`config.mk`:
```
export PLATFORM = sky130hd
export DESIGN_NAME = gtb_addr_mac
export DESIGN_NICKNAME = d
export VERILOG_FILES = /design/src/rtl/gtb_pkg.sv /design/src/rtl/gtb_addr_mac.sv
export SDC_FILE = /design/constraint.sdc
export NUM_CORES = 1
export LEC_CHECK = 0
export ABC_AREA = 1
export BUFFER_PORTS_ARGS = -buffer_cell sky130_fd_sc_hd__buf_2
export CAP_MARGIN = 0
export CORE_ASPECT_RATIO = 0.7
export CORE_UTILIZATION = 33
export DETAILED_ROUTE_END_ITERATION = 10
export SYNTH_ARGS = -nofsm -noshare
export SYNTH_HDL_FRONTEND = slang
export SYNTH_SLANG_ARGS = --single-unit
```
`constraint.sdc`:
```
create_clock -name i_clk -period 2.6 [get_ports i_clk]
set_input_delay 0.13 -clock i_clk [delete_from_list [all_inputs] [get_ports i_clk]]
set_output_delay 0.13 -clock i_clk [all_outputs]
set_load 0.02 [all_outputs]
```
`src/rtl/gtb_pkg.sv`:
```
`default_nettype none
// ----------------------------------------------------------------------------
// gtb_pkg
// Shared types, constants and helpers for the glyph text blitter.
// ----------------------------------------------------------------------------
package gtb_pkg;

    // Default sizes of the glyph sheet.
    localparam int NUM_GLYPHS_DEF     = 65;
    localparam int MAX_GLYPH_SIZE_DEF = 8;

    // First printable code and the pen column limit.
    localparam int CHAR_BASE = 32;
    localparam int PEN_MAX   = 8191;

    // Fixed field widths.
    localparam int FB_W    = 13;
    localparam int PEN_X_W = 13;
    localparam int PEN_Y_W = 12;
    localparam int ADDR_W  = 24;
    localparam int COLOR_W = 32;
    localparam int GSIZE_W = 4;
    localparam int CFG_IDX_W = 3;

    // The serial multiply-add consumes one multiplier bit per cycle.
    localparam int MUL_W = 13;
    localparam int MUL_CNT_W = $clog2(MUL_W + 1);

    // Register reset values.
    localparam logic [FB_W-1:0]    FB_WIDTH_RST     = 13'd224;
    localparam logic [FB_W-1:0]    FB_HEIGHT_RST    = 13'd256;
    localparam logic [GSIZE_W-1:0] GLYPH_WIDTH_RST  = 4'd5;
    localparam logic [GSIZE_W-1:0] GLYPH_HEIGHT_RST = 4'd7;
    localparam logic [COLOR_W-1:0] DRAW_COLOR_RST   = 32'hFFFF_FFFF;

    // Register indexes on the configuration port.
    localparam logic [CFG_IDX_W-1:0] CFG_FB_WIDTH     = 3'd0;
    localparam logic [CFG_IDX_W-1:0] CFG_FB_HEIGHT    = 3'd1;
    localparam logic [CFG_IDX_W-1:0] CFG_GLYPH_WIDTH  = 3'd2;
    localparam logic [CFG_IDX_W-1:0] CFG_GLYPH_HEIGHT = 3'd3;
    localparam logic [CFG_IDX_W-1:0] CFG_DRAW_COLOR   = 3'd4;

    typedef enum logic [1:0] {
        CMD_LOAD = 2'd0,
        CMD_PEN  = 2'd1,
        CMD_CHAR = 2'd2
    } t_cmd;

    // Request to the base address multiply-add: mplier * mcand + addend.
    typedef struct packed {
        logic               start;
        logic [FB_W-1:0]    mcand;
        logic [MUL_W-1:0]   mplier;
        logic [PEN_X_W-1:0] addend;
    } t_mac_req;

    typedef struct packed {
        logic              busy;
        logic [ADDR_W-1:0] result;
    } t_mac_rsp;

    // Limits a glyph dimension to 1..maxv.
    function automatic logic [GSIZE_W-1:0] clamp_size(input logic [GSIZE_W-1:0] v,
                                                      input logic [GSIZE_W-1:0] maxv);
        logic [GSIZE_W-1:0] r;
        if (v == '0) begin
            r = GSIZE_W'(1);
        end else if (v > maxv) begin
            r = maxv;
        end else begin
            r = v;
        end
        return r;
    endfunction

endpackage
`default_nettype wire

```
`src/rtl/gtb_addr_mac.sv`:
```
`default_nettype none
// ----------------------------------------------------------------------------
// gtb_addr_mac
// Bit-serial multiply-add that forms the top-of-column base address.
// ----------------------------------------------------------------------------
module gtb_addr_mac (
    input  logic              i_clk,
    input  logic              i_rst_n,
    input  gtb_pkg::t_mac_req i_req,
    output gtb_pkg::t_mac_rsp o_rsp
);

    logic                           r_busy;
    logic [gtb_pkg::MUL_CNT_W-1:0]  r_cnt;
    logic [gtb_pkg::ADDR_W-1:0]     r_acc;
    logic [gtb_pkg::ADDR_W-1:0]     r_mcand;
    logic [gtb_pkg::MUL_W-1:0]      r_mplier;

    always_ff @(posedge i_clk) begin
        if (!i_rst_n) begin
            r_busy <= 1'b0;
            r_cnt  <= '0;
        end else if (i_req.start) begin
            r_busy <= 1'b1;
            r_cnt  <= '0;
        end else if (r_busy) begin
            r_cnt <= r_cnt + gtb_pkg::MUL_CNT_W'(1);
            if (r_cnt == gtb_pkg::MUL_CNT_W'(gtb_pkg::MUL_W - 1)) begin
                r_busy <= 1'b0;
            end
        end
    end

    // One multiplier bit per cycle; the sum wraps at the address width.
    always_ff @(posedge i_clk) begin
        if (i_req.start) begin
            r_acc    <= gtb_pkg::ADDR_W'(i_req.addend);
            r_mcand  <= gtb_pkg::ADDR_W'(i_req.mcand);
            r_mplier <= i_req.mplier;
        end else if (r_busy) begin
            if (r_mplier[0]) begin
                r_acc <= r_acc + r_mcand;
            end
            r_mcand  <= r_mcand << 1;
            r_mplier <= r_mplier >> 1;
        end
    end

    assign o_rsp.busy   = r_busy;
    assign o_rsp.result = r_acc;

endmodule
`default_nettype wire

```
Word level (Yosys, flattened, before mapping):

Cells that the tools add are included.

* register bits after elaboration: 66
* input port bits: 42
* output and inout bits: 25
* logic and storage cells: 26

* add/subtract/negate cells: 2
* equality and inequality tests: 1
* mux-type cells: 10
* bitwise logic cells: 1
* reduce and logical (&&, ||, !) cells: 5

Operators by type and width (number)
* 13-bit 2-to-1 mux: 7
* 24-bit adder: 1
* 4-bit by 1-bit adder with 4-bit output (second input constant): 1
* 4-bit equality test (second input constant): 1
* 2-bit AND reduction: 2
* 2-bit nonzero test: 2
* 1-bit 2-to-1 mux: 3
* 2-bit OR reduction: 1
* 1-bit NOT: 1

Depth between registers and ports, before layout:

Gate-level depths: netlist of run 1.

* depth after elaboration: 4
* depth in mapped cells: 13
* mapped depth without buffers: 13

Worst setup path after synthesis of run 1:

No wires, ideal clock.

* path kind: register to register
* start point: register r_acc[0] in the netlist's numbering
* end point: register r_acc[12] in the netlist's numbering (data pin)
* setup time: 0.253 ns
* arrival: 1.791 ns
* required time: 2.347 ns
* slack: 0.555 ns
* cell stages (with the launch flop): 14
* buffers on the path: 0
* clock period less this slack: 2.045 ns
* cell sequence: edfxtp_1 ha_1 inv_1 fa_1 inv_1 nand3_1 nand3_1 nand2_1 nand2_1 nand2_1 nand2_1 nand2_1 nand3_1 nand2_1

* word-level cells in the longest chain between the ends: 4

Ends and longest elaborated chain
* from (decl): line gtb_addr_mac.sv:15 `logic [gtb_pkg::ADDR_W-1:0] r_acc;`
* from (signal assigned): line gtb_addr_mac.sv:37 `r_acc <= gtb_pkg::ADDR_W'(i_req.addend);`
* from (signal assigned): line gtb_addr_mac.sv:42 `r_acc <= r_acc + r_mcand;`
* 24-bit adder: line gtb_addr_mac.sv:42
* 13-bit 2-to-1 mux: line gtb_addr_mac.sv:41 `if (r_mplier[0]) begin`
* 13-bit 2-to-1 mux: line gtb_addr_mac.sv:40 `end else if (r_busy) begin`
* 13-bit 2-to-1 mux: line gtb_addr_mac.sv:36 `if (i_req.start) begin`

Every way passes these cells. The select of a mux whose other input is x is not followed.
A chain may end at the register's enable or synchronous reset.

Worst setup path in the final report of run 1:

* start point: register r_mcand[0] in the netlist's numbering
* end point: register r_acc[12] in the netlist's numbering (data pin)

* word-level cells in the longest chain between the ends: 4

Ends and longest elaborated chain
* from (decl): line gtb_addr_mac.sv:16 `logic [gtb_pkg::ADDR_W-1:0] r_mcand;`
* from (signal assigned): line gtb_addr_mac.sv:38 `r_mcand <= gtb_pkg::ADDR_W'(i_req.mcand);`
* from (signal assigned): line gtb_addr_mac.sv:44 `r_mcand <= r_mcand << 1;`
* 24-bit adder: line gtb_addr_mac.sv:42
* 13-bit 2-to-1 mux: line gtb_addr_mac.sv:41
* 13-bit 2-to-1 mux: line gtb_addr_mac.sv:40
* 13-bit 2-to-1 mux: line gtb_addr_mac.sv:36

Every way passes these cells. The select of a mux whose other input is x is not followed.

==> flow_summary.ini, run 1 <==
[sta]
period_minus_slack_ps = 2218
relSlewSlack_pct = 51.96
period_share_pct = 85.30
slew_viol_final = 0
clock_skew_ps = 5.612
fin_setup_tns_ps = 0
rsz0062_at_grt = no
max_freq_ghz = 0.4509
finalHoldViolations = 0
setup_viol = 0
tightest_slew_ps = 718.9

[yosys]
synthCells = 638
ys_types = 24
yosysWarnings = 0
yosysSeqAreaShare_pct = 39.78
synth_seq_cells = 66
synth_area_um2 = 4303
synth.avg_cell_area_um2 = 6.744
syn_nets = 706

[clocking]
cts_max_path_buffers = 2
clock_sinks = 66
root_buffer = clkbuf_16
cts.clk_slew.worst_paths_ps = 60
clk_latency_ps = 330
ctsResizeCount = 0
cts_setup_buffers = 0
hold_buffers = 0
cts_tree = yes
cts-htree-levels = 3
cts_made_buffers = 9

[grt]
grt_max_degree = 54
track_usage_pct = 17.67
grt_first_pass_wirelength_mm = 18.64
antenna_found_initial = 0
gr-total-overflow = 0
grt_pass1_vias = 3774

[cells_and_area]
drive_gt1_share_pct = 13.42
fillers = 1319
final_cell_mix = 254 x nand2_1, 90 x inv_1, 70 x nor2_1
layout_commonest_cell = nand2_1
syn_to_final_growth_pct = 18.14
finalNetCount = 772
diodes = 0
finalInstanceArea_um2 = 5084

[worst_setup_path]
cp_num_buf_inv = 2
worstPathCellList = ha_1 > inv_1 > fa_1 > inv_1 > nand3_1 > nand3_1 > nand2_1 > nand2_1 > nand2_1 > nand2_1 > nand2_1 > nand3_1 > nand2_1
crit_required_ps = 2690
crit_fanout = 5
timing.critical_path.mode_cell = nand2_1
crit_slowest_cell = fa_1
worst-setup-path-type = reg2reg
worstPathArrival_ps = 2310
critPathMaxStageDelay_ps = 370
crit_family = simple AND/OR/NAND/NOR gates
cp-start-kind = register
critPathCaptureType = register

[power_and_ir_drop]
powerDensity_nw_per_um2 = 672.7
p_leak_nw = 2.701
peakVddDrop_mv = 0.3532

[routing]
vias = 4042
firstDrtPassIters = 7
drt-total-wl_mm = 11.10
drt_iter0_drc = 280
met3WireLength_um = 665
viasPerCell = 4.646
drt-met1-wl_mm = 5.909
drcViolationCount = 6
wl_per_cell_um = 12.76
ant_nets = 0
met2WireLength_mm = 4.392
highest_layer = met4

[status]
violations = DRC
outcome = finished, violations left

[run]
max_cap_violations = 0

[floorplanning]
initial_utilization_pct = 34.29
dieHeight_um = 97.54
rows = 34
dieArea_um2 = 13510
io_pins = 67
core_um2 = 12550
die_x_um = 138.5

[placed_design]
portBuffers = 66
place_congestion = 0.9193
hpwlAfterDp_mm = 8.508
placed_cell_area_um2 = 4807

[min_path]
hp-class = in2reg
## cells in the mapped netlist, drive strengths merged
cell	instances	area, um^2
nand2	257	972.2
inv	90	337.8
nor2	73	286.5
edfxtp	39	1171
nand3	37	190.2
dfxtp	27	540.5
o21ai	27	135.1
ha	25	312.8
a21oi	22	110.1
clkbuf	11	41.29
nand4	7	43.79
buf	6	32.53
or2	6	37.53
nor3	4	20.02
xnor2	4	35.03
a41oi	1	8.760
fa	1	20.02
nand3b	1	7.510
## layout make-up
class / instances / area (um^2) / area share (%)
multi-input combinational: 465 / 2180 / 42.87
timing repair buffer: 72 / 375.4 / 7.384
inverter: 90 / 337.8 / 6.645
clock inverter: 4 / 43.79 / 0.8614
sequential: 66 / 1712 / 33.67
tap: 162 / 202.7 / 3.987
clock buffer: 11 / 232.7 / 4.578
## power by group
part	switching [mW]	total, mW	internal (mW)
clock	0.433	1.16	0.730
combinational	0.621	0.948	0.328
sequential	0.0666	1.31	1.24
## kinds of logic after synthesis
group | count (synthesis) | share of synthesized area (%)
AOI/OAI and AO/OA | 50 | 5.903
xor gates and xnor gates | 4 | 0.8141
adders and majority gates | 26 | 7.735
buffers and inverters | 107 | 9.567
DFF | 66 | 39.78
and+or+nand+nor | 385 | 36.20
## tightest hold or removal path, cell delays in order
cell and delay [ps]:
buf_2 100, nand2_1 60, a41oi_1 40
## path summary, 6_finish.rpt
path | depth (start not counted) | start | end | slack [ps]
worst max-delay path | 13 | r_mcand[0] | r_acc[12] | 380
worst max register to register | 13 | r_mcand[0] | r_acc[12] | 380
worst min register to register | 1 | r_cnt[3] | r_busy | 460
worst min-delay path | 3 | i_rst_n | r_busy | 50
## per-stage QoR
step | util (%) | std cells | hold WS, ps | setup slack, ps | total power, mW
floorplan | - | 638 | 258.6 | 555.3 | 1.998
global placement | 38.31 | 855 | 385.8 | 494.1 | 2.262
detailed placement | 38.31 | 855 | 389.7 | 423.4 | 2.272
CTS | 40.51 | 870 | 32.41 | 408.4 | 3.453
global route | 40.51 | 870 | 54.45 | 116.1 | 3.641
finish | 40.51 | 870 | 48.10 | 382.2 | 3.420
## flip-flops by register name, summed over array words and instances, names as in the netlist
name      cells
r_acc        24
r_mcand      24
r_mplier     13
r_busy        1
r_cnt         4
## metal layers
metal  vias up  track usage [%]
li1       2128                -
met1      1805            25.84
met2        97            24.72
met3        12            4.830
met4         0            5.618
met5         -                0
No activity file was read; power rests on OpenSTA's default activity.
==> inputs of run 2 (changes only) <==
- PLACE_DENSITY_LB_ADDON: not set -> 0.15
==> flow_summary.ini, run 2 (synthesis gave the netlist of run 1 again) <==
[sta]
fin_setup_tns_ps = 0
period_minus_slack_ps = 2161
finalHoldViolations = 0
rsz0062_at_grt = no
setup_viol = 0
slew_viol_final = 0
clock_skew_ps = 4.803
max_freq_ghz = 0.4627
period_share_pct = 83.12
tightest_slew_ps = 707.4
relSlewSlack_pct = 52.73

[placed_design]
place_congestion = 0.9082
hpwlAfterDp_mm = 8.959
portBuffers = 66
placed_cell_area_um2 = 4807

[grt]
antenna_found_initial = 0
grt_max_degree = 54
grt_first_pass_wirelength_mm = 19.35
grt_pass1_vias = 3918
track_usage_pct = 18.38
gr-total-overflow = 0

[floorplanning]
dieHeight_um = 97.54
io_pins = 67
initial_utilization_pct = 34.29
die_x_um = 138.5
core_um2 = 12550
dieArea_um2 = 13510
rows = 34

[routing]
drt-met1-wl_mm = 6.349
drt_iter0_drc = 258
wl_per_cell_um = 13.36
viasPerCell = 4.666
firstDrtPassIters = 8
drcViolationCount = 4
vias = 4064
drt-total-wl_mm = 11.64
met3WireLength_um = 593
met2WireLength_mm = 4.577
ant_nets = 0
highest_layer = met4

[worst_setup_path]
worst-setup-path-type = reg2reg
timing.critical_path.mode_cell = nand2_1
crit_family = simple AND/OR/NAND/NOR gates
worstPathCellList = ha_1 > inv_1 > fa_1 > inv_1 > nand3_1 > nand3_1 > nand2_1 > nand2_1 > nand2_1 > nand2_1 > nand2_1 > nand3_1 > nand2_1
cp-start-kind = register
critPathCaptureType = register
critPathMaxStageDelay_ps = 370
crit_slowest_cell = fa_1
crit_fanout = 5
worstPathArrival_ps = 2250
cp_num_buf_inv = 2
crit_required_ps = 2690

[cells_and_area]
multi_input_area_um2 = 2180
diodes = 0
layout_commonest_cell = nand2_1
syn_to_final_growth_pct = 18.41
drive_gt1_share_pct = 13.54
finalNetCount = 772
register_area_um2 = 1712
fillers = 1358
final_cell_mix = 254 x nand2_1, 90 x inv_1, 70 x nor2_1
top_regs = r_acc x24, r_mcand x24, r_mplier x13
finalInstanceArea_um2 = 5095

[clocking]
cts_setup_buffers = 0
cts_max_path_buffers = 2
hold_buffers = 0
cts-htree-levels = 3
cts_made_buffers = 9
clock_sinks = 66
clk_latency_ps = 340
cts.clk_slew.worst_paths_ps = 60
ctsResizeCount = 0
cts_tree = yes
root_buffer = clkbuf_16

[power_and_ir_drop]
p_int_mw = 2.308
pwr-share-seq_pct = 37.9
switchingPower_mw = 1.156
comb_power_share_pct = 27.4
p_sw_share_pct = 33.37
totalPowerFinal_mw = 3.464
power.clock.fraction_pct = 34.7
powerDensity_nw_per_um2 = 679.8
peakVddDrop_mv = 0.3777
p_leak_nw = 2.701

[status]
violations = DRC
outcome = finished, violations left

[min_path]
hp-class = in2reg

[run]
max_cap_violations = 0
==> run 2: worst paths after layout <==
kind	from	end	slack (ps)	depth (start not counted)
setup / recovery	r_mcand[0]	r_acc[12]	440	13
hold / removal	i_rst_n	r_busy	30	3
setup reg to reg	r_mcand[0]	r_acc[12]	440	13
hold reg to reg	r_cnt[3]	r_busy	450	1
==> run 2: area by class of cell <==
cell class | instances | share of cell area [%]
clock inverters | 5 | 1.081
repair buffers | 72 | 7.367
inverters | 90 | 6.631
multi-input cells | 465 | 42.78
well taps | 162 | 3.978
clock buffers | 11 | 4.568
flip-flops and latches | 66 | 33.60
==> run 2: power by group through the flow <==
stage               combinational [mW]  sequential (mW)  clock [mW]
floorplan                        0.629             1.37           0
global placement                 0.943             1.33           0
detailed placement               0.946             1.34           0
CTS                              0.951             1.32        1.24
global route                      1.08             1.33        1.28
finish                           0.947             1.31        1.20
==> run 2: worst register-to-register path: cells and delay by family (launching register included) <==
family                     cells  cell delay (ps)
adders and majority gates      2              600
buffers and inverters          2              230
DFF                            1              350
and+or+nand+nor                9              750
==> run 2: metal layers <==
layer  vias to the layer above  track usage, %
met5                         -               0
met4                         0           5.099
met3                        10           4.386
met2                       104           26.20
met1                      1821           27.17
li1                       2129               -
==> run 2: per-stage QoR <==
stage	hold slack (ps)	cells	worst slack, ps	util (%)
global placement	385.6	855	522.3	38.31
CTS	23.40	871	461.2	40.60
finish	30.83	871	439.0	40.60
floorplan	258.6	638	555.3	-
detailed placement	383.0	855	460.5	38.31
global route	52.43	871	220.7	40.60
